<file path="src/atan2dr_pkg.sv">
// shared types and constants for the rational atan2 core
`default_nettype none

package atan2dr_pkg;

  // input sample width and result width
  localparam int IN_BITS            = 16;
  localparam int ANGLE_BITS         = 17;
  localparam int FRAC_BITS_DEFAULT  = 8;

  // magnitudes at or above 2^MAG_LIMIT_BITS are scaled down before the ratio
  localparam int MAG_LIMIT_BITS     = 29;
  localparam int MAG_BITS           = (IN_BITS > MAG_LIMIT_BITS) ? MAG_LIMIT_BITS : IN_BITS;
  localparam int PROD_BITS          = 2 * MAG_BITS;
  // denominator of the ratio is at most 16 times the square of the larger magnitude
  localparam int SUM_BITS           = PROD_BITS + 4;

  // entries between front and back
  localparam int QUEUE_DEPTH        = 4;

  typedef struct packed {
    logic signed [IN_BITS-1:0] numerator;
    logic signed [IN_BITS-1:0] denominator;
  } in_item_t;

  typedef struct packed {
    logic signed [ANGLE_BITS-1:0] angle;
    logic                         undefined;
  } out_item_t;

  // quadrant and special case flags
  typedef struct packed {
    logic num_neg;
    logic den_neg;
    logic den_zero;
    logic both_zero;
  } quad_t;

  // classified item handed from front to back
  typedef struct packed {
    logic [MAG_BITS-1:0] mag_n;
    logic [MAG_BITS-1:0] mag_d;
    quad_t               quad;
  } work_item_t;

  typedef struct packed {
    logic full;
    logic empty;
  } queue_stat_t;

endpackage

`default_nettype wire

</file>
<file path="src/atan2dr_front.sv">
// front stage: takes input transfers, forms magnitudes and quadrant flags
`default_nettype none

module atan2dr_front (
  input  logic                     clk,
  input  logic                     rst_n,
  input  logic                     in_valid,
  output logic                     in_stall,
  input  atan2dr_pkg::in_item_t    in_data,
  output logic                     push,
  output atan2dr_pkg::work_item_t  push_item,
  input  atan2dr_pkg::queue_stat_t q_stat
);
  import atan2dr_pkg::*;

  logic               fv_r;
  logic               fv_nxt;
  work_item_t         item_r;
  work_item_t         item_nxt;
  logic               accept;
  logic [IN_BITS-1:0] raw_n;
  logic [IN_BITS-1:0] raw_d;
  logic [IN_BITS-1:0] abs_n;
  logic [IN_BITS-1:0] abs_d;
  logic [IN_BITS-1:0] sh_n;
  logic [IN_BITS-1:0] sh_d;

  // handshake: hold the input while the front register cannot drain
  assign in_stall  = fv_r & q_stat.full;
  assign accept    = in_valid & ~in_stall;
  assign push      = fv_r & ~q_stat.full;
  assign push_item = item_r;
  assign fv_nxt    = accept | (fv_r & ~push);

  // magnitudes, joint scaling of very large values, quadrant flags
  always_comb begin
    raw_n = in_data.numerator;
    raw_d = in_data.denominator;
    abs_n = raw_n[IN_BITS-1] ? (~raw_n + 1'b1) : raw_n;
    abs_d = raw_d[IN_BITS-1] ? (~raw_d + 1'b1) : raw_d;
    sh_n  = abs_n;
    sh_d  = abs_d;
    for (int i = 0; i < IN_BITS - MAG_LIMIT_BITS; i++) begin
      if (((sh_n | sh_d) >> MAG_LIMIT_BITS) != '0) begin
        sh_n = sh_n >> 1;
        sh_d = sh_d >> 1;
      end
    end
    item_nxt.mag_n          = sh_n[MAG_BITS-1:0];
    item_nxt.mag_d          = sh_d[MAG_BITS-1:0];
    item_nxt.quad.num_neg   = raw_n[IN_BITS-1];
    item_nxt.quad.den_neg   = raw_d[IN_BITS-1];
    item_nxt.quad.den_zero  = (raw_d == '0);
    item_nxt.quad.both_zero = (raw_n == '0) && (raw_d == '0);
  end

  // front register
  always_ff @(posedge clk) begin
    if (!rst_n) begin
      fv_r <= 1'b0;
    end else begin
      fv_r <= fv_nxt;
    end
    if (accept) begin
      item_r <= item_nxt;
    end
  end

`ifndef SYNTHESIS
  // a new item only lands on a held one when the held one leaves
  a_no_overwrite: assert property (@(posedge clk) disable iff (!rst_n)
    (accept && fv_r) |-> push)
    else $error("front register overwritten");
`endif

endmodule

`default_nettype wire

</file>
<file path="config.mk">
export PLATFORM = sky130hd
export DESIGN_NAME = atan2dr_front
export DESIGN_NICKNAME = d
export VERILOG_FILES = /design/src/atan2dr_pkg.sv /design/src/atan2dr_front.sv
export SDC_FILE = /design/constraint.sdc
export NUM_CORES = 1
export LEC_CHECK = 0
export BUFFER_PORTS_ARGS = -buffer_cell sky130_fd_sc_hd__buf_2
export CELL_PAD_IN_SITES_DETAIL_PLACEMENT = 1
export CELL_PAD_IN_SITES_GLOBAL_PLACEMENT = 1
export CORE_ASPECT_RATIO = 0.7
export CORE_UTILIZATION = 33
export DETAILED_ROUTE_END_ITERATION = 6
export GPL_TIMING_DRIVEN = 0
export PLACE_DENSITY = 0.75
export SYNTH_ARGS = -nofsm -noshare
export SYNTH_HDL_FRONTEND = slang
export SYNTH_SLANG_ARGS = --single-unit
export TNS_END_PERCENT = 100
</file>
<file path="constraint.sdc">
create_clock -name clk -period 2.7 [get_ports clk]
set_input_delay 0.27 -clock clk [delete_from_list [all_inputs] [get_ports clk]]
set_output_delay 0.27 -clock clk [all_outputs]
set_load 0.05 [all_outputs]
</file>
**Yosys cells after proc, flatten, opt, wreduce, memory -nomap -nowiden**

Cells that the tools add are included.
Widths: inputs -> output; s select.

- Register bits after elaboration: 37
- Input bits: 37
- Output and inout bits: 38
- Word-level logic and storage cells: 26

- Add/sub/neg operators: 2
- Multiplexer cells: 2
- Bitwise operators: 10
- Reductions and logical operators: 3

Operator list:

| kind | count |
|---|---|
| $add 16x1->16 const B | 2 |
| $logic_not 16->1 | 2 |
| $not 16->16 | 2 |
| $mux 15 | 2 |
| $and 1x1->1 | 4 |
| $not 1->1 | 3 |
| $logic_and 1x1->1 | 1 |
| $or 1x1->1 | 1 |

**Longest topological paths before layout**

- Depth after elaboration: 5
- Gate-level depth with buffers: 5
- Mapped depth without buffers: 5

**Least setup slack after synthesis**

No wires, ideal clock.

- Path kind: register to register
- Start point: register fv_r
- End point: register item_r (netlist bit push_item[0]) (enable)
- Setup time: 0.433 ns
- Data arrival time: 2.315 ns
- Data required time: 2.267 ns
- Path slack: -0.047 ns
- Stages on the path, launching flop included: 3
- Path buffers: 0
- Period minus slack after synthesis: 2.747 ns
- Cell sequence: dfxtp_1 and2_1 nor2b_1

- Longest elaborated chain between the ends: 3

Ends and longest elaborated chain:

| what | RTL line | text |
|---|---|---|
| start, declared | atan2dr_front.sv:16 | `logic fv_r;` |
| start signal, assigned | atan2dr_front.sv:62 | `fv_r <= fv_nxt;` |
| $and 1x1->1 | atan2dr_front.sv:29 | `assign in_stall = fv_r & q_stat.full;` |
| net in_stall | atan2dr_front.sv:8 | `output logic in_stall,` |
| $not 1->1 | atan2dr_front.sv:30 | `assign accept = in_valid & ~in_stall;` |
| $and 1x1->1 | atan2dr_front.sv:30 |  |
| net accept | atan2dr_front.sv:20 | `logic accept;` |
| end signal, assigned | atan2dr_front.sv:65 | `item_r <= item_nxt;` |
| end, declared | atan2dr_front.sv:18 | `work_item_t item_r;` |

The timed path passes the listed nets, and every way through them passes these cells.
A chain may end at the register's enable or synchronous reset.

==> flow_summary_export.csv <==
group,metric,value,unit
outcome,status,"finished, final reports clean",
clocking,postCtsResizedCells,0,
worst_setup_path,critPathMaxStageDelay,0.55,ns
logic_synthesis,async_flop_share,0,
floorplan,dieArea,0.005647,sq mm
grt,grt_pass1_wl,6851,um
floorplan,die_y,63.18,um
worst_setup_path,crit_path_end_kind,"flop",
drt,num_vias,1324,
clocking,cts_sinks,37,
clocking,clockBufferDepth,2,
drt,drcViolationCount,0,
logic_synthesis,yosysSeqAreaShare,0.6241,
logic_synthesis,synth_top_cell_by_area,"edfxtp_1",
final_layout,final_core_util,0.4739,
floorplan,fp.dieW,89.39,um
logic_synthesis,synth_edf_count,36,
floorplan,core_area,0.004966,sq mm
timing,rsz0062_at_grt,"false",
worst_setup_path,worstSetupPathType,"in -> reg",
logic_synthesis,avgSynthCellArea,12.97,sq um
place,portBuffers,73,
power_and_ir_drop,ir_drop,0.3091,mV
final_layout,layout.cells.non_filler,287,
clocking,postCtsSetupBuffers,0,
logic_synthesis,netlist.area_leader.share,0.6128,
grt,grt_overflow_total,0,
drt,ant_nets,0,
floorplan,num_rows,21,
clocking,htreeDepth,2,
clocking,cts_tree,"yes",
drt,wl_per_cell,14.83,um
worst_setup_path,path_buf_inv,1,
place,place_hpwl,3407,um
logic_synthesis,ys.flop_type,"edfxtp_1",
timing,maxSlewHeadroom,0.6649,
worst_setup_path,slowest_stage,"or4_1",
final_layout,nets,256,
grt,grt_antenna_before_repair,0,
clocking,cts_buffers,5,
place,gp_congestion,0.7733,
timing,period_minus_slack,1.630,ns
timing,fin_crit_sh,0.6038,
run,maxCapViolCount,0,
clocking,clock-root-buffer,"clkbuf_8",
drt,viasPerCell,4.613,
drt,wl,4257,um
clocking,insertion_delay,0.29,ns
timing,report.final.slew_viol_count,0,
logic_synthesis,synth_cell_types,28,
timing,tns,0,ns
logic_synthesis,ys_warn_count,0,
final_layout,syn2layout_area_growth,33.40,%
worst_setup_path,cp-start-kind,"input pin",
grt,grtUsageTotal,0.1661,
floorplan,io_pins,75,
clocking,cts.clk_slew.worst_paths,0.08,ns
logic_synthesis,syn_area,0.001764,sq mm
timing,final_hold_viol_count,0,
logic_synthesis,ys_top_cells_by_count,"edfxtp_1 (36), xnor2_1 (25), nand2_1 (14)",
drt,drtPass1Iterations,4,
clocking,cts.hold.buffers_added,0,
power_and_ir_drop,leakagePower,0.9226,nW
final_layout,n_antenna_cell,0,
logic_synthesis,netlist_instances,136,
grt,grt_max_degree,30,
worst_setup_path,worstPathMaxFanout,4,
min_path,holdCritPathClass,"in -> reg",
place,dp_cells,279,
logic_synthesis,synth_nets,175,
worst_setup_path,cp.required,2.82,ns
logic_synthesis,yosysMostFrequentCell,"edfxtp_1",
final_layout,final_layout_size_suffix_gt1_frac,0.4037,
logic_synthesis,ys_seq_elements,37,
worst_setup_path,reg2reg_slack,1.40,ns
drt,drtIter0Drc,49,
grt,grt_pass1_vias,1345,
timing,clock_skew,0.004564,ns
worst_setup_path,arrival,1.75,ns
worst_setup_path,path_delay_family,"simple AND/OR/NAND/NOR gates",
floorplan,initial_utilization,0.3553,
timing,fmax,613.4,MHz
logic_synthesis,synthTopCellsByArea,"edfxtp_1 (61%), xnor2_1 (12%), nand2_1 (3.0%)",
power_and_ir_drop,power.density,638.4,mW/mm^2
timing,setup_viol,0,
timing,worstMarginPinSlew,0.4981,ns
worst_setup_path,critical_path.cell_chain,"buf_2 > or4_1 > or2_1 > or3_1 > nor4_2",
-- metrics by stage --
step,total power [W],worst slack (ns),hold WS [ns],instance area (sq um)
after floorplan,0.0009387,0.6292,0.3689,1767
after global placement,0.001035,0.3328,0.4818,2218
after detailed placement,0.001046,0.7570,0.4851,2243
after CTS,0.001522,1.062,0.1791,2354
after global routing,0.001572,0.9623,0.1955,2354
final,0.001502,1.070,0.1901,2354
-- cells by family (layout without fill, tap and decap cells) --
logic type	after synthesis	after routing	share of synthesized area
flip-flops	37	37	0.6241
adder cells (fa/ha/maj)	2	2	0.01418
XOR/XNOR	26	26	0.1291
AO/OA/AOI/OAI	22	22	0.08582
AND/OR/NAND/NOR	41	41	0.1298
buffers and inverters	8	90	0.01702
-- power breakdown --
group | internal, W | switching (W) | total (W)
registers | 0.000685 | 0.00000917 | 0.000694
logic | 0.0000913 | 0.000244 | 0.000335
clock network | 0.000272 | 0.000201 | 0.000473
-- metal layers --
metal,vias up,track usage,part of all wire
met2,28,0.2510,0.47
met1,631,0.2362,0.49
met5,-,0,0
met3,5,0.03539,0.031
li1,660,-,-
met4,0,0.05357,0.010
-- path summary, 6_finish.rpt --
| path | depth (start not counted) | start | end |
|---|---|---|---|
| max | 5 | in_data[11] | push_item[0] |
| max reg2reg | 3 | fv_r | push_item[7] |
| min reg2reg | 2 | fv_r | fv_r |
| min | 2 | rst_n | fv_r |
-- flip-flops by register name, indices dropped and copies added, names as in the netlist --
| register | count |
|---|---|
| push_item | 36 |
| fv_r | 1 |
-- worst reg2reg max path, stage by stage, from the launching register on --
cell     delay, ns
dfxtp_1       0.31
and2_1        0.19
nor2b_4       0.26
buf_12        0.24
-- layout make-up --
| type | count | area [sq um] |
|---|---|---|
| Clock inverter | 3 | 41.29 |
| Buffer | 2 | 7.507 |
| Tap cell | 69 | 86.33 |
| Multi-Input combinational cell | 91 | 640.6 |
| Sequential cell | 37 | 1101 |
| Timing Repair Buffer | 74 | 385.4 |
| Clock buffer | 5 | 68.82 |
| Fill cell | 555 | 2613 |
| Inverter | 6 | 22.52 |
-- placed cells by master (no fill, tap or decap), drive strengths merged, types with 3 or more instances in the layout --
cell	count
buf	74
clkbuf	7
edfxtp	36
inv	6
nand2	14
nand2b	3
nand3	3
nor2	5
nor4	5
o21ai	10
o31ai	5
o41ai	5
or3	3
xnor2	25
Note: power is estimated with default switching activity, not from simulation.
