==> config.mk <==
export PLATFORM = sky130hd
export DESIGN_NAME = atan2dr_queue
export DESIGN_NICKNAME = d
export VERILOG_FILES = /design/src/atan2dr_pkg.sv /design/src/atan2dr_queue.sv
export SDC_FILE = /design/constraint.sdc
export NUM_CORES = 1
export LEC_CHECK = 0
export BUFFER_PORTS_ARGS = -buffer_cell sky130_fd_sc_hd__clkbuf_2
export CORE_MARGIN = 10
export CORE_UTILIZATION = 41
export CTS_CLUSTER_DIAMETER = 200
export DETAILED_ROUTE_END_ITERATION = 6
export GPL_TIMING_DRIVEN = 0
export PLACE_DENSITY = 0.59
export SYNTH_ARGS = -nofsm -noshare
export SYNTH_HDL_FRONTEND = slang
export SYNTH_SLANG_ARGS = --single-unit
==> constraint.sdc <==
create_clock -name clk -period 3.7 [get_ports clk]
set_input_delay 0.37 -clock clk [delete_from_list [all_inputs] [get_ports clk]]
set_output_delay 0.37 -clock clk [all_outputs]
set_load 0.02 [all_outputs]
==> src/atan2dr_pkg.sv <==
// shared types and constants for the rational atan2 core
`default_nettype none

package atan2dr_pkg;

  // input sample width and result width
  localparam int IN_BITS            = 16;
  localparam int ANGLE_BITS         = 17;
  localparam int FRAC_BITS_DEFAULT  = 8;

  // magnitudes at or above 2^MAG_LIMIT_BITS are scaled down before the ratio
  localparam int MAG_LIMIT_BITS     = 29;
  localparam int MAG_BITS           = (IN_BITS > MAG_LIMIT_BITS) ? MAG_LIMIT_BITS : IN_BITS;
  localparam int PROD_BITS          = 2 * MAG_BITS;
  // denominator of the ratio is at most 16 times the square of the larger magnitude
  localparam int SUM_BITS           = PROD_BITS + 4;

  // entries between front and back
  localparam int QUEUE_DEPTH        = 4;

  typedef struct packed {
    logic signed [IN_BITS-1:0] numerator;
    logic signed [IN_BITS-1:0] denominator;
  } in_item_t;

  typedef struct packed {
    logic signed [ANGLE_BITS-1:0] angle;
    logic                         undefined;
  } out_item_t;

  // quadrant and special case flags
  typedef struct packed {
    logic num_neg;
    logic den_neg;
    logic den_zero;
    logic both_zero;
  } quad_t;

  // classified item handed from front to back
  typedef struct packed {
    logic [MAG_BITS-1:0] mag_n;
    logic [MAG_BITS-1:0] mag_d;
    quad_t               quad;
  } work_item_t;

  typedef struct packed {
    logic full;
    logic empty;
  } queue_stat_t;

endpackage

`default_nettype wire

==> src/atan2dr_queue.sv <==
// short queue between the front and back stages
`default_nettype none

module atan2dr_queue (
  input  logic                     clk,
  input  logic                     rst_n,
  input  logic                     push,
  input  atan2dr_pkg::work_item_t  push_item,
  input  logic                     pop,
  output atan2dr_pkg::work_item_t  head,
  output atan2dr_pkg::queue_stat_t stat
);
  import atan2dr_pkg::*;

  localparam int PTR_W = (QUEUE_DEPTH > 1) ? $clog2(QUEUE_DEPTH) : 1;
  localparam int CNT_W = $clog2(QUEUE_DEPTH + 1);

  work_item_t       entry_r [QUEUE_DEPTH];
  logic [PTR_W-1:0] wr_ptr_r;
  logic [PTR_W-1:0] wr_ptr_nxt;
  logic [PTR_W-1:0] rd_ptr_r;
  logic [PTR_W-1:0] rd_ptr_nxt;
  logic [CNT_W-1:0] cnt_r;
  logic [CNT_W-1:0] cnt_nxt;

  assign stat.full  = (cnt_r == CNT_W'(QUEUE_DEPTH));
  assign stat.empty = (cnt_r == '0);
  assign head       = entry_r[rd_ptr_r];

  // pointer and fill count updates
  always_comb begin
    wr_ptr_nxt = wr_ptr_r;
    rd_ptr_nxt = rd_ptr_r;
    cnt_nxt    = cnt_r;
    if (push) begin
      wr_ptr_nxt = (wr_ptr_r == PTR_W'(QUEUE_DEPTH - 1)) ? '0 : wr_ptr_r + 1'b1;
    end
    if (pop) begin
      rd_ptr_nxt = (rd_ptr_r == PTR_W'(QUEUE_DEPTH - 1)) ? '0 : rd_ptr_r + 1'b1;
    end
    if (push && !pop) begin
      cnt_nxt = cnt_r + 1'b1;
    end else if (pop && !push) begin
      cnt_nxt = cnt_r - 1'b1;
    end
  end

  // storage and pointers
  always_ff @(posedge clk) begin
    if (!rst_n) begin
      wr_ptr_r <= '0;
      rd_ptr_r <= '0;
      cnt_r    <= '0;
    end else begin
      wr_ptr_r <= wr_ptr_nxt;
      rd_ptr_r <= rd_ptr_nxt;
      cnt_r    <= cnt_nxt;
    end
    if (push) begin
      entry_r[wr_ptr_r] <= push_item;
    end
  end

`ifndef SYNTHESIS
  a_push_not_full: assert property (@(posedge clk) disable iff (!rst_n)
    push |-> !stat.full)
    else $error("push into full queue");

  a_pop_not_empty: assert property (@(posedge clk) disable iff (!rst_n)
    pop |-> !stat.empty)
    else $error("pop from empty queue");

  a_cnt_bound: assert property (@(posedge clk) disable iff (!rst_n)
    cnt_r <= CNT_W'(QUEUE_DEPTH))
    else $error("queue fill count out of range");
`endif

endmodule

`default_nettype wire

Word-level counts from Yosys, hierarchy flattened --
Memory sizes are Yosys's and may differ from the RTL's. A register that Yosys moved wholly into a read port is not among the register bits. Index checks and enable logic that the tools add are counted.
Operators by class: mux-type cells 8, reductions and logical operators 6, equality and inequality tests 3, add/sub/neg operators 4
Operators by type and width (count):
- two-way mux 2 bit | 4
- two-way mux 3 bit | 2
- adder 2 x 1 -> 2 bit (second input constant) | 2
- equality test 2 bit (second input constant) | 2
- adder 3 x 1 -> 3 bit (second input constant) | 1
- equality test 3 bit (second input constant) | 1
- logical NOT 3 bit | 1
- subtractor 3 x 1 -> 3 bit (second input constant) | 1
- logical AND 1 bit | 2
- logical NOT 1 bit | 2
- two-way mux 1 bit | 2
- nonzero test 2 bit | 1
Word-level totals: memories kept 1, input bits 40, bits in registers 7, bits in writable memories 144
Memory list:
- entry_r | depth 4, bits a word 36, rd ports 1, clocked after memory_dff 1, wr ports 1, line atan2dr_queue.sv:18 | work_item_t entry_r [QUEUE_DEPTH];

Depth between registers and ports, before layout --
Gate-level depths: netlist of the first run.
word-level depth 4, depth in mapped cells 7

Least setup slack after synthesis of the first run --
Ideal clock, no wire load.
path type flip-flop to flip-flop, start reg wr_ptr_r[0], end mem entry_r[3][0] (netlist bit), enable pin, stages on the path, launching flop included 3, setup slack 1.874 ns, required time 3.303 ns, clock period less this slack 1.826 ns, arrival time 1.430 ns, setup time 0.397 ns, cell sequence dfxtp_1 ha_1 and2_1
RTL lines:
- start: declaration | line atan2dr_queue.sv:19 | logic [PTR_W-1:0] wr_ptr_r;
- start signal: assignment | line atan2dr_queue.sv:55 | wr_ptr_r <= wr_ptr_nxt;
- end: declaration | line atan2dr_queue.sv:18
No word-level cell before the write port.

==> results by group, run 1 <==
Routing
  – Vias/cell: 4.939
  – DR DRC count: 0
  – DR WL/cell: 19.14 um
  – Iteration-0 DRC Markers: 170
  – Via count: 2593
  – First-pass detailed-route iteration total: 4
  – Post-route ant nets: 0
  – Routed wire length: 10050 um

Place
  – Hpwl dp: 6536 um
  – Final RePlAce weighted congestion: 0.6666
  – Cells after DPL: 493
  – Port Buffer Count: 77

Critical path
  – R2R cell count: 4
  – Slowest cell delay on critical path: 370 ps
  – Worst-path fanout max: 10
  – R2R Path Start: wr_ptr_r[1]$_SDFFE_PN0P_
  – Worst path required time: 3330 ps
  – Worst EP arrival: 1820 ps
  – Slowest CP cell: mux4_2
  – CP Class: reg -> out
  – Critical path cell sequence: clkbuf_2, buf_2, mux4_2, clkbuf_2
  – Delay-heaviest family, CP: buffers and inverters
  – Crit-path most repeated cell: clkbuf_2
  – Startpoint types: flip-flop
  – Crit path capture type: output port
  – FF-to-FF End: entry_r[1][17]$_DFFE_PP_
  – Buffer and inverter count on the worst path: 3
  – Worst R2R Setup Slack: 2150 ps

Power and ir drop
  – Cell Pwr Density: 592.7 nW/um2
  – Sequential cell fraction of total power: 48.2%
  – P_leak: 2.445 nW
  – Net switching power: 0.8857 mW
  – Total power: 4.156 mW
  – Peak supply drop: 296.3 uV
  – Switching Fraction: 21.31%
  – Clock power share: 42.3%
  – Internal power: 3.270 mW
  – Logic gate share of total power: 9.5%

Clock tree
  – Worst-Skew Late Latency: 410 ps
  – Total CTS buffers: 17
  – CTS tree: built
  – CTS sink cnt: 153
  – Post-CTS setup buffer count: 0
  – Root Buffer: clkbuf_16
  – # hold bufs at CTS: 0
  – CTS clock-pin slew for the worst setup and hold paths: 60 ps
  – Cts repair resizes: 0
  – H-tree depth reported by CTS: 4
  – CTS Buffer Depth: 2

Finish
  – Final #Nets: 379
  – Final Instance Count excl. Fillers: 525
  – Register area: 4504 um2
  – Synth-to-Final Area Change: 22.87%
  – Utilization after layout: 50.91%
  – Layout cell share with drive strength beyond 1: 43.48%
  – Ant diodes: 0
  – Multi-input logic area: 1101 um2
  – Filler Cells Inserted: 1142

Synthesis
  – Distinct cell type count after synthesis: 23
  – Register area share after synthesis: 78.93%
  – Syn Nets: 279
  – Yosys warnings: 0
  – Synth top area cells: edfxtp_1, mux4_2, dfxtp_1
  – Synth Instances: 232
  – Post-synth top area cell: edfxtp_1
  – Cell area after synthesis: 5707 um2
  – Share of the synthesized area in the top cell type: 75.77%
  – Flops & latches, synth: 153
  – Mapped Avg Cell Area: 24.60 um2

STA
  – Max Freq: 0.4573 GHz
  – Setup TNS: 0 ps
  – RSZ-0062 raised after global routing: false
  – Slew Viols, Final: 0
  – Clock skew: 4.517 ps
  – Final-report hold violation count: 0
  – Slew headroom: 71.69%
  – Slew @ Worst Pin: 424.6 ps
  – Final-report setup violation count: 0
  – Final Cycle Share: 59.10%
  – Final Critical Period: 2187 ps

Floorplanning
  – Initial core utilization: 41.43%
  – Num ports: 78
  – Die area: 19040 um2
  – Rows: 43
  – Die Wd: 138.0 um
  – DIE HEIGHT: 138.0 um
  – Core footprint: 13770 um2

Worst hold path
  – Min-delay worst type: in -> reg
  – Hold Path Sink: entry_r[3][34]$_DFFE_PP_
  – Hold Startpoint: push_item[34]
  – Hold path cells: 1

GRT
  – Total track usage: 11.52%
  – First-pass GRT wire length: 15700 um
  – Vias in the first global route: 2861
  – Pin count of the biggest net entering global routing: 26
  – Total gr overflow: 0
  – Initial antenna violation count: 0

Run status
  – Run status: finished, final reports clean

Job
  – Max-Cap Viols: 0
how the worst max path moves through the flow:
stage,from,to,cells after the start
floorplan,wr_ptr_r[0]$_SDFFE_PN0P_,entry_r[3][0]$_DFFE_PP_,2
global placement,push,entry_r[1][6]$_DFFE_PP_,2
detailed placement,push,cnt_r[2]$_SDFFE_PN0P_,7
CTS,flip-flop,head[5],4
global route,flip-flop,head[5],4
finish,flip-flop,head[5],4
worst register-to-register path: stages, from the launching register on:
cell	delay, ps
dfxtp_1	340
inv_1	90
ha_1	140
and2_2	410
buf_12	250
synthesized netlist by cell type:
cell and n:
edfxtp_1 144, mux4_2 30, dfxtp_1 9, ha_1 6
mux4_1 6, and2_1 5, nor2b_1 5, inv_1 4
mux2i_1 4, buf_12 3, buf_2 3, nor3_1 2
a21boi_0 1, buf_6 1, clkbuf_2 1, fa_1 1
nor2_1 1, nor3b_1 1, o21a_1 1, o21ai_0 1
or3_1 1, xnor2_1 1, xor2_1 1
layer usage:
layer | vias to the layer above | wire length (um) | track usage, %
li1 | 1183 | - | -
met1 | 1339 | 3804 | 12.60
met2 | 61 | 5454 | 19.44
met3 | 10 | 606 | 4.565
met4 | 0 | 185 | 5.041
met5 | - | 0 | 0
kinds of logic after synthesis:
| kind of cell | share of synthesized area [%] |
|---|---|
| XOR/XNOR | 0.3070 |
| adder cells (fa/ha/maj) | 1.666 |
| buffers and inverters | 1.863 |
| multiplexers | 15.30 |
| AND/OR/NAND/NOR | 1.579 |
| flip-flops | 78.93 |
| AO/OA/AOI/OAI | 0.3508 |
through the flow:
step	instance area (um2)	hold slack (ps)	worst slack (ps)
2_1_floorplan	5707	468.9	1874
3_3_place_gp	6317	489.8	1131
3_5_place_dp	6402	499.7	1830
4_1_cts	7012	151.1	1408
5_1_grt	7012	153.2	1383
6_report	7012	175.0	1513
final cells by class:
cell class	instances	share of cell area, %
Tap cell	180	3.212
Sequential cell	153	64.24
Buffer	8	1.303
Inverter	4	0.2141
Clock buffer	19	6.174
Multi-Input combinational cell	67	15.70
Timing Repair Buffer	81	6.638
Clock inverter	13	2.516
state kept, by name, indices dropped and copies added (netlist names), named ones only:
name      count
cnt_r         3
entry_r     144
rd_ptr_r      2
wr_ptr_r      2
cell usage in the layout, fill, tap and decap left out, types with 3 or more instances in the layout:
cell type,synthesis,routed
and2_2,0,4
buf_12,3,7
buf_2,3,3
bufinv_16,0,4
clkbuf_16,0,17
clkbuf_2,1,78
clkinv_1,0,3
clkinvlp_4,0,3
dfxtp_1,9,9
edfxtp_1,144,144
ha_1,6,6
inv_1,4,4
mux2i_1,4,4
mux4_1,6,6
mux4_2,30,30
nor2b_1,5,5
power groups by stage:
stage | sequential (mW) | clock, mW | combinational, mW
2_1_floorplan | 2.04 | 0 | 0.254
3_3_place_gp | 2.04 | 0 | 0.390
3_5_place_dp | 2.04 | 0 | 0.408
4_1_cts | 2.00 | 1.80 | 0.409
5_1_grt | 2.01 | 1.89 | 0.433
6_report | 2.00 | 1.76 | 0.394
(Power assumes the default switching activity.)
==> run 2, diff against run 1 <==
- PLACE_DENSITY: 0.59 -> 0.61
- clock period: 3.7 -> 1.9 ns (I/O delays scaled with it)
==> run 2 against run 1 <==
The run now ends with setup timing left. Critical endpoint is now head[34]. Register-to-register slack got worse by 1900 ps. Global-route usage increased by 0.54 points. Clock power increased by 95%. Total power grew 100%. Die area unchanged. Sequential cell count did not move. Combinational power increased to 2.6 times the previous value. Critical path depth unchanged. Critical path type unchanged. Final cell count increased by 8.2%. Non-clock buffer count is 43 higher.
==> results by group, run 2 (same netlist as run 1, synthesis figures left out) <==
Run status
  – Run status: finished with violations (was finished, final reports clean)
  – Failing checks: setup timing

Finish
  – Multi-input logic area: 1079 um2 (was 1101 um2)
  – Final #Nets: 422 (was 379)
  – Final Instance Count excl. Fillers: 568 (was 525)
  – Most common cell after layout, fill and taps aside: edfxtp_1 (unchanged)
  – Most frequent cells in the layout: edfxtp_1, clkbuf_2, buf_6, mux4_2, dlygate4sd3_1 (was edfxtp_1, clkbuf_2, mux4_2, clkbuf_16, dfxtp_1)
  – Layout cell share with drive strength beyond 1: 43.04% (was 43.48%)
  – Filler Cells Inserted: 1076 (was 1142)
  – Ant diodes: 0 (unchanged)
  – Post-route cell area: 7751 um2 (was 7012 um2)
  – Biggest register: entry_r (unchanged)
  – Synth-to-Final Area Change: 35.83% (was 22.87%)
  – Register area: 4508 um2 (was 4504 um2)
  – Max reg flops: 144 (unchanged)
  – Largest regs: entry_r: 144 flops, cnt_r: 3 flops (unchanged)

Floorplanning
  – Core footprint: 13770 um2 (unchanged)
  – Num ports: 78 (unchanged)
  – Die area: 19040 um2 (unchanged)
  – DIE HEIGHT: 138.0 um (unchanged)
  – Initial core utilization: 41.43% (unchanged)
  – Die Wd: 138.0 um (unchanged)
  – Rows: 43 (unchanged)

GRT
  – Total track usage: 12.06% (was 11.52%)
  – Vias in the first global route: 3109 (was 2861)
  – Pin count of the biggest net entering global routing: 29 (was 26)
  – First-pass GRT wire length: 16700 um (was 15700 um)
  – Total gr overflow: 0 (unchanged)
  – Initial antenna violation count: 0 (unchanged)

Critical path
  – Worst path required time: 1710 ps (was 3330 ps)
  – Worst R2R Setup Slack: 260 ps (was 2150 ps)
  – Startpoint types: flip-flop (unchanged)
  – CP Capture Point: head[34] (was head[5])
  – FF-to-FF End: entry_r[2][6]$_DFFE_PP_ (was entry_r[1][17]$_DFFE_PP_)
  – R2R Path Start: wr_ptr_r[0]$_SDFFE_PN0P_ (was wr_ptr_r[1]$_SDFFE_PN0P_)
  – CP Class: reg -> out (unchanged)
  – Worst-path fanout max: 6 (was 10)
  – Worst EP arrival: 1760 ps (was 1820 ps)
  – R2R cell count: 4 (unchanged)
  – Crit path capture type: output port (unchanged)

Clock tree
  – Root Buffer: clkbuf_16 (unchanged)
  – Total CTS buffers: 17 (unchanged)
  – CTS sink cnt: 153 (unchanged)
  – CTS tree: built (unchanged)
  – H-tree depth reported by CTS: 4 (unchanged)
  – Worst-Skew Late Latency: 420 ps (was 410 ps)
  – CTS clock-pin slew for the worst setup and hold paths: 60 ps (about the same)
  – CTS Buffer Depth: 2 (unchanged)

Place
  – Port Buffer Count: 77 (unchanged)
  – Placed Area: 6425 um2 (was 6402 um2)
  – Final RePlAce weighted congestion: 0.6339 (was 0.6666)
  – Cells after DPL: 493 (unchanged)
  – Hpwl dp: 6774 um (was 6536 um)

STA
  – Slew @ Worst Pin: 596.1 ps (was 424.6 ps)
  – Slew Viols, Final: 0 (unchanged)
  – RSZ-0062 raised after global routing: true (was false)
  – Final WS setup: -48.81 ps (was 1513 ps)
  – Final-report setup violation count: 30 (was 0)
  – Clock skew: 4.819 ps (was 4.517 ps)
  – Final Cycle Share: 102.6%
  – Max Freq: 0.5131 GHz
  – Final-report hold violation count: 0 (unchanged)
  – Slew headroom: 60.26% (was 71.69%)
  – Final Critical Period: 1949 ps

Routing
  – Vias/cell: 4.940 (was 4.939)
  – Iteration-0 DRC Markers: 169 (was 170)
  – Via count: 2806 (was 2593)
  – Post-route ant nets: 0 (unchanged)
  – Routed wire length: 10910 um (was 10050 um)
  – DR DRC count: 0 (unchanged)
  – DR WL/cell: 19.21 um (was 19.14 um)
  – First-pass detailed-route iteration total: 4 (unchanged)

Power and ir drop
  – Peak supply drop: 626.5 uV (was 296.3 uV)
  – P_leak: 2.717 nW (was 2.445 nW)
  – Cell Pwr Density: 1080 nW/um2 (was 592.7 nW/um2)

Worst hold path
  – Min-delay worst type: in -> reg (unchanged)

Job
  – Max-Cap Viols: 0 (unchanged)
[run 2: what timing repair did]
item | in CTS | in global routing
gates resized for setup | 9 | 116
cloned | 0 | 4
hold buffers | 36 | 0
setup endpoints to repair | 34 | 36
buffers inserted | 3 | 0
endpoints found under the hold margin | 144 | 0
[run 2: worst min-delay path by stage]
stage	startpoint	to	slack [ps]	cells after the start
finish	rst_n	cnt_r[0]$_SDFFE_PN0P_	80	2
global route	rst_n	flip-flop	90	2
CTS	rst_n	cnt_r[0]$_SDFFE_PN0P_	60	2
detailed placement	push_item[8]	entry_r[0][8]$_DFFE_PP_	420	1
global placement	push_item[23]	entry_r[2][23]$_DFFE_PP_	400	1
floorplan	push_item[0]	entry_r[0][0]$_DFFE_PP_	290	0
[run 2: per-stage QoR]
| stage | setup WS [ps] | setup TNS (ps) | util, % | total power, mW | hold WS (ps) |
|---|---|---|---|---|---|
| after global routing | -122.5 | -3221 | 56.28 | 8.684 | 85.12 |
| after CTS | -83.73 | -1879 | 54.02 | 8.302 | 63.30 |
| final | -48.81 | -864.2 | 56.28 | 8.374 | 78.76 |
| after detailed placement | 198.9 | 0 | 46.65 | 4.780 | 415.3 |
| after global placement | -687.5 | -92010 | 45.87 | 4.730 | 403.9 |
| after floorplan | 73.69 | 0 | - | 4.459 | 288.9 |
[run 2: final cells by class]
class                           count  area share [%]
Sequential cell                   153           58.16
Timing Repair Buffer              124           15.42
Multi-Input combinational cell     67           13.91
Clock buffer                       19           5.585
Tap cell                          180           2.906
Clock inverter                     13           2.292
Buffer                              8           1.533
Inverter                            4          0.1937
[run 2: critical path, stage by stage, from the launching register on]
cell and delay, ps:
dfxtp_4 370, buf_12 150, clkbuf_16 160, mux4_2 510
buf_6 150
[run 2: layer usage]
metal  part of all wire (%)  wire [um]  global-route usage, %
met5                      0          0                      0
met4                    1.7        189                  5.214
met2                     51       5515                  19.57
met3                    6.0        650                  4.529
met1                     42       4554                  14.07
[run 2: where the power goes]
| group | internal (mW) | leakage (nW) | total [mW] | switching, mW |
|---|---|---|---|---|
| combinational | 0.544 | 1.03 | 1.04 | 0.494 |
| sequential | 3.86 | 1.40 | 3.91 | 0.0487 |
| clock | 2.18 | 0.285 | 3.43 | 1.25 |
==> run 3, diff against run 2 <==
--- a/config.mk
+++ b/config.mk
@@ -8,9 +8,9 @@
 export BUFFER_PORTS_ARGS = -buffer_cell sky130_fd_sc_hd__clkbuf_2
 export CORE_MARGIN = 10
-export CORE_UTILIZATION = 41
+export CORE_UTILIZATION = 40
 export CTS_CLUSTER_DIAMETER = 200
 export DETAILED_ROUTE_END_ITERATION = 6
 export GPL_TIMING_DRIVEN = 0
-export PLACE_DENSITY = 0.61
+export PLACE_DENSITY = 0.6
 export SYNTH_ARGS = -nofsm -noshare
 export SYNTH_HDL_FRONTEND = slang
==> constraint.sdc (replaced) <==
create_clock -name clk -period 1.9 [get_ports clk]
set_input_delay 0.19 -clock clk [delete_from_list [all_inputs] [get_ports clk]]
set_output_delay 0.19 -clock clk [all_outputs]
set_load 0.1 [all_outputs]
==> run 3 against run 2 <==
The run still ends with setup timing left. Worst setup slack got worse by 55 ps. Cell area grew 1.4%. Critical path depth stayed put. Sequential cell count stayed put. Sequential share of layout area decreased by 0.80 points. Combinational power increased by 77%. Global-route usage shrank 0.58 points. Routed wire length shrank 2.5%. Count of clock-buffer cells in the layout grew 4. Non-clock buffer count down 4. First-iteration DRC count is 9.5% higher. Register-to-register slack lost 50 ps. Critical endpoint is now head[25].
==> results by group, run 3 (same netlist as run 1, synthesis figures left out) <==
Run status
  – Run status: finished with violations (unchanged)
  – Failing checks: setup timing (unchanged)

STA
  – Final-report setup violation count: 35 (was 30)
  – Max Freq: 0.4990 GHz (was 0.5131 GHz)
  – Slew headroom: 58.27% (was 60.26%)
  – Final Critical Period: 2004 ps (was 1949 ps)
  – Clock skew: 7.551 ps (was 4.819 ps)
  – Final WS setup: -103.9 ps (was -48.81 ps)
  – RSZ-0062 raised after global routing: true (unchanged)
  – Slew @ Worst Pin: 625.9 ps (was 596.1 ps)
  – Setup TNS: -2459 ps (was -864.2 ps)
  – Slew Viols, Final: 0 (unchanged)
  – Final-report hold violation count: 0 (unchanged)
  – Final Cycle Share: 105.5% (was 102.6%)

Clock tree
  – CTS sink cnt: 153 (unchanged)
  – CTS tree: built (unchanged)
  – Worst-Skew Late Latency: 410 ps (was 420 ps)
  – CTS clock-pin slew for the worst setup and hold paths: 60 ps (about the same)
  – Total CTS buffers: 17 (unchanged)
  – H-tree depth reported by CTS: 4 (unchanged)
  – CTS Buffer Depth: 2 (unchanged)
  – Root Buffer: clkbuf_16 (unchanged)

Place
  – Final RePlAce weighted congestion: 0.6569 (was 0.6339)
  – Port Buffer Count: 77 (unchanged)
  – Hpwl dp: 6467 um (was 6774 um)
  – Cells after DPL: 493 (unchanged)

Critical path
  – Crit path capture type: output port (unchanged)
  – Startpoint types: flip-flop (unchanged)
  – Delay-heaviest family, CP: multiplexers (unchanged)
  – Slowest CP cell: mux4_2 (unchanged)
  – Worst EP arrival: 1810 ps (was 1760 ps)
  – Slowest cell delay on critical path: 540 ps (was 510 ps)
  – Worst R2R Setup Slack: 210 ps (was 260 ps)
  – R2R Path Start: wr_ptr_r[0]$_SDFFE_PN0P_ (unchanged)
  – Worst-path fanout max: 10 (was 6)
  – Buffer and inverter count on the worst path: 3 (unchanged)
  – Worst path required time: 1710 ps (about the same)
  – Critical path cell sequence: buf_12, buf_12, mux4_2, buf_8 (was buf_12, clkbuf_16, mux4_2, buf_6)
  – Crit-path most repeated cell: buf_12
  – FF-to-FF End: entry_r[2][28]$_DFFE_PP_ (was entry_r[2][6]$_DFFE_PP_)
  – CP Class: reg -> out (unchanged)
  – R2R cell count: 4 (unchanged)

Finish
  – Largest regs: entry_r: 144 flops, cnt_r: 3 flops (unchanged)
  – Biggest register: entry_r (unchanged)
  – Most frequent cells in the layout: edfxtp_1, clkbuf_2, mux4_2, dlygate4sd3_1, buf_8 (was edfxtp_1, clkbuf_2, buf_6, mux4_2, dlygate4sd3_1)
  – Most common cell after layout, fill and taps aside: edfxtp_1 (unchanged)
  – Synth-to-Final Area Change: 37.71% (was 35.83%)
  – Final Instance Count excl. Fillers: 563 (was 568)
  – Max reg flops: 144 (unchanged)
  – Final #Nets: 418 (was 422)
  – Ant diodes: 0 (unchanged)
  – Layout cell share with drive strength beyond 1: 41.78% (was 43.04%)

Routing
  – Via count: 2741 (was 2806)
  – Iteration-0 DRC Markers: 185 (was 169)
  – Post-route ant nets: 0 (unchanged)
  – DR DRC count: 0 (unchanged)
  – First-pass detailed-route iteration total: 4 (unchanged)
  – Vias/cell: 4.869 (was 4.940)
  – DR WL/cell: 18.89 um (was 19.21 um)
  – Routed wire length: 10630 um (was 10910 um)

GRT
  – Total track usage: 11.48% (was 12.06%)
  – First-pass GRT wire length: 17050 um (was 16700 um)
  – Initial antenna violation count: 0 (unchanged)
  – Pin count of the biggest net entering global routing: 32 (was 29)
  – Total gr overflow: 0 (unchanged)
  – Vias in the first global route: 3099 (was 3109)

Worst hold path
  – Hold Startpoint: push_item[23] (was rst_n)
  – Min-delay worst type: in -> reg (unchanged)
  – Hold path cells: 1 (was 2)
  – Hold Path Sink: entry_r[0][23]$_DFFE_PP_ (was cnt_r[0]$_SDFFE_PN0P_)

Floorplanning
  – DIE HEIGHT: 139.4 um (was 138.0 um)
  – Rows: 43 (unchanged)
  – Initial core utilization: 40.95% (was 41.43%)
  – Num ports: 78 (unchanged)
  – Die Wd: 139.4 um (was 138.0 um)
  – Core footprint: 13930 um2 (was 13770 um2)
  – Die area: 19440 um2 (was 19040 um2)

Job
  – Max-Cap Viols: 0 (unchanged)

Power and ir drop
  – Peak supply drop: 661.2 uV (was 626.5 uV)
  – Cell Pwr Density: 1145 nW/um2 (was 1080 nW/um2)
  – P_leak: 2.768 nW (was 2.717 nW)
==> run 3: repair_timing <==
| action | CTS | global route |
|---|---|---|
| resized for setup | 89 | 34 |
| cloned | 1 | 2 |
| endpoints found under the hold margin | 136 | 0 |
| setup endpoints to repair | 36 | 36 |
| setup buffers | 1 | 1 |
| hold buffers | 34 | 0 |
==> run 3: final cells by class <==
cell class | instances | area [um2]
fillers | 1051 | 6076
flip-flops and latches | 153 | 4508
repair buffers | 120 | 1339
multi-input cells | 67 | 1092
clock buffers | 23 | 447.9
well taps | 180 | 225.2
clock inverters | 8 | 121.4
plain buffers | 8 | 110.1
inverters | 4 | 15.01
==> run 3: worst max-delay path by stage <==
stage	start	endpoint	depth (start not counted)
after floorplan	wr_ptr_r[0]$_SDFFE_PN0P_	entry_r[3][0]$_DFFE_PP_	2
after global routing	flip-flop	head[9]	4
after global placement	wr_ptr_r[0]$_SDFFE_PN0P_	entry_r[3][35]$_DFFE_PP_	2
after detailed placement	flip-flop	head[25]	4
final	flip-flop	head[25]	4
after CTS	flip-flop	head[9]	4
==> run 3: where the power goes <==
part	internal [mW]	switching, mW
clock network	2.05	1.20
logic	0.649	1.19
registers	3.86	0.0500
==> run 3: per-layer routing <==
layer | GRT usage [%] | up-vias | share of wire [%]
met1 | 13.35 | 1406 | 42
met3 | 4.457 | 13 | 5.6
met2 | 18.37 | 62 | 51
li1 | - | 1260 | -
met4 | 5.272 | 0 | 1.6
met5 | 0 | - | 0
==> run 3: through the flow <==
step / cell area [um2] / hold WS [ps] / util [%] / setup slack, ps / power, mW
finish: 7859 / 29.06 / 56.40 / -103.9 / 8.999
global route: 7859 / 22.69 / 56.40 / -176.7 / 9.313
CTS: 7756 / 2.600 / 55.66 / -175.4 / 9.033
detailed placement: 6427 / 413.1 / 46.13 / 26.32 / 5.464
global placement: 6327 / 404.3 / 45.41 / -694.7 / 5.424
floorplan: 5717 / 288.9 / - / 73.69 / 5.162
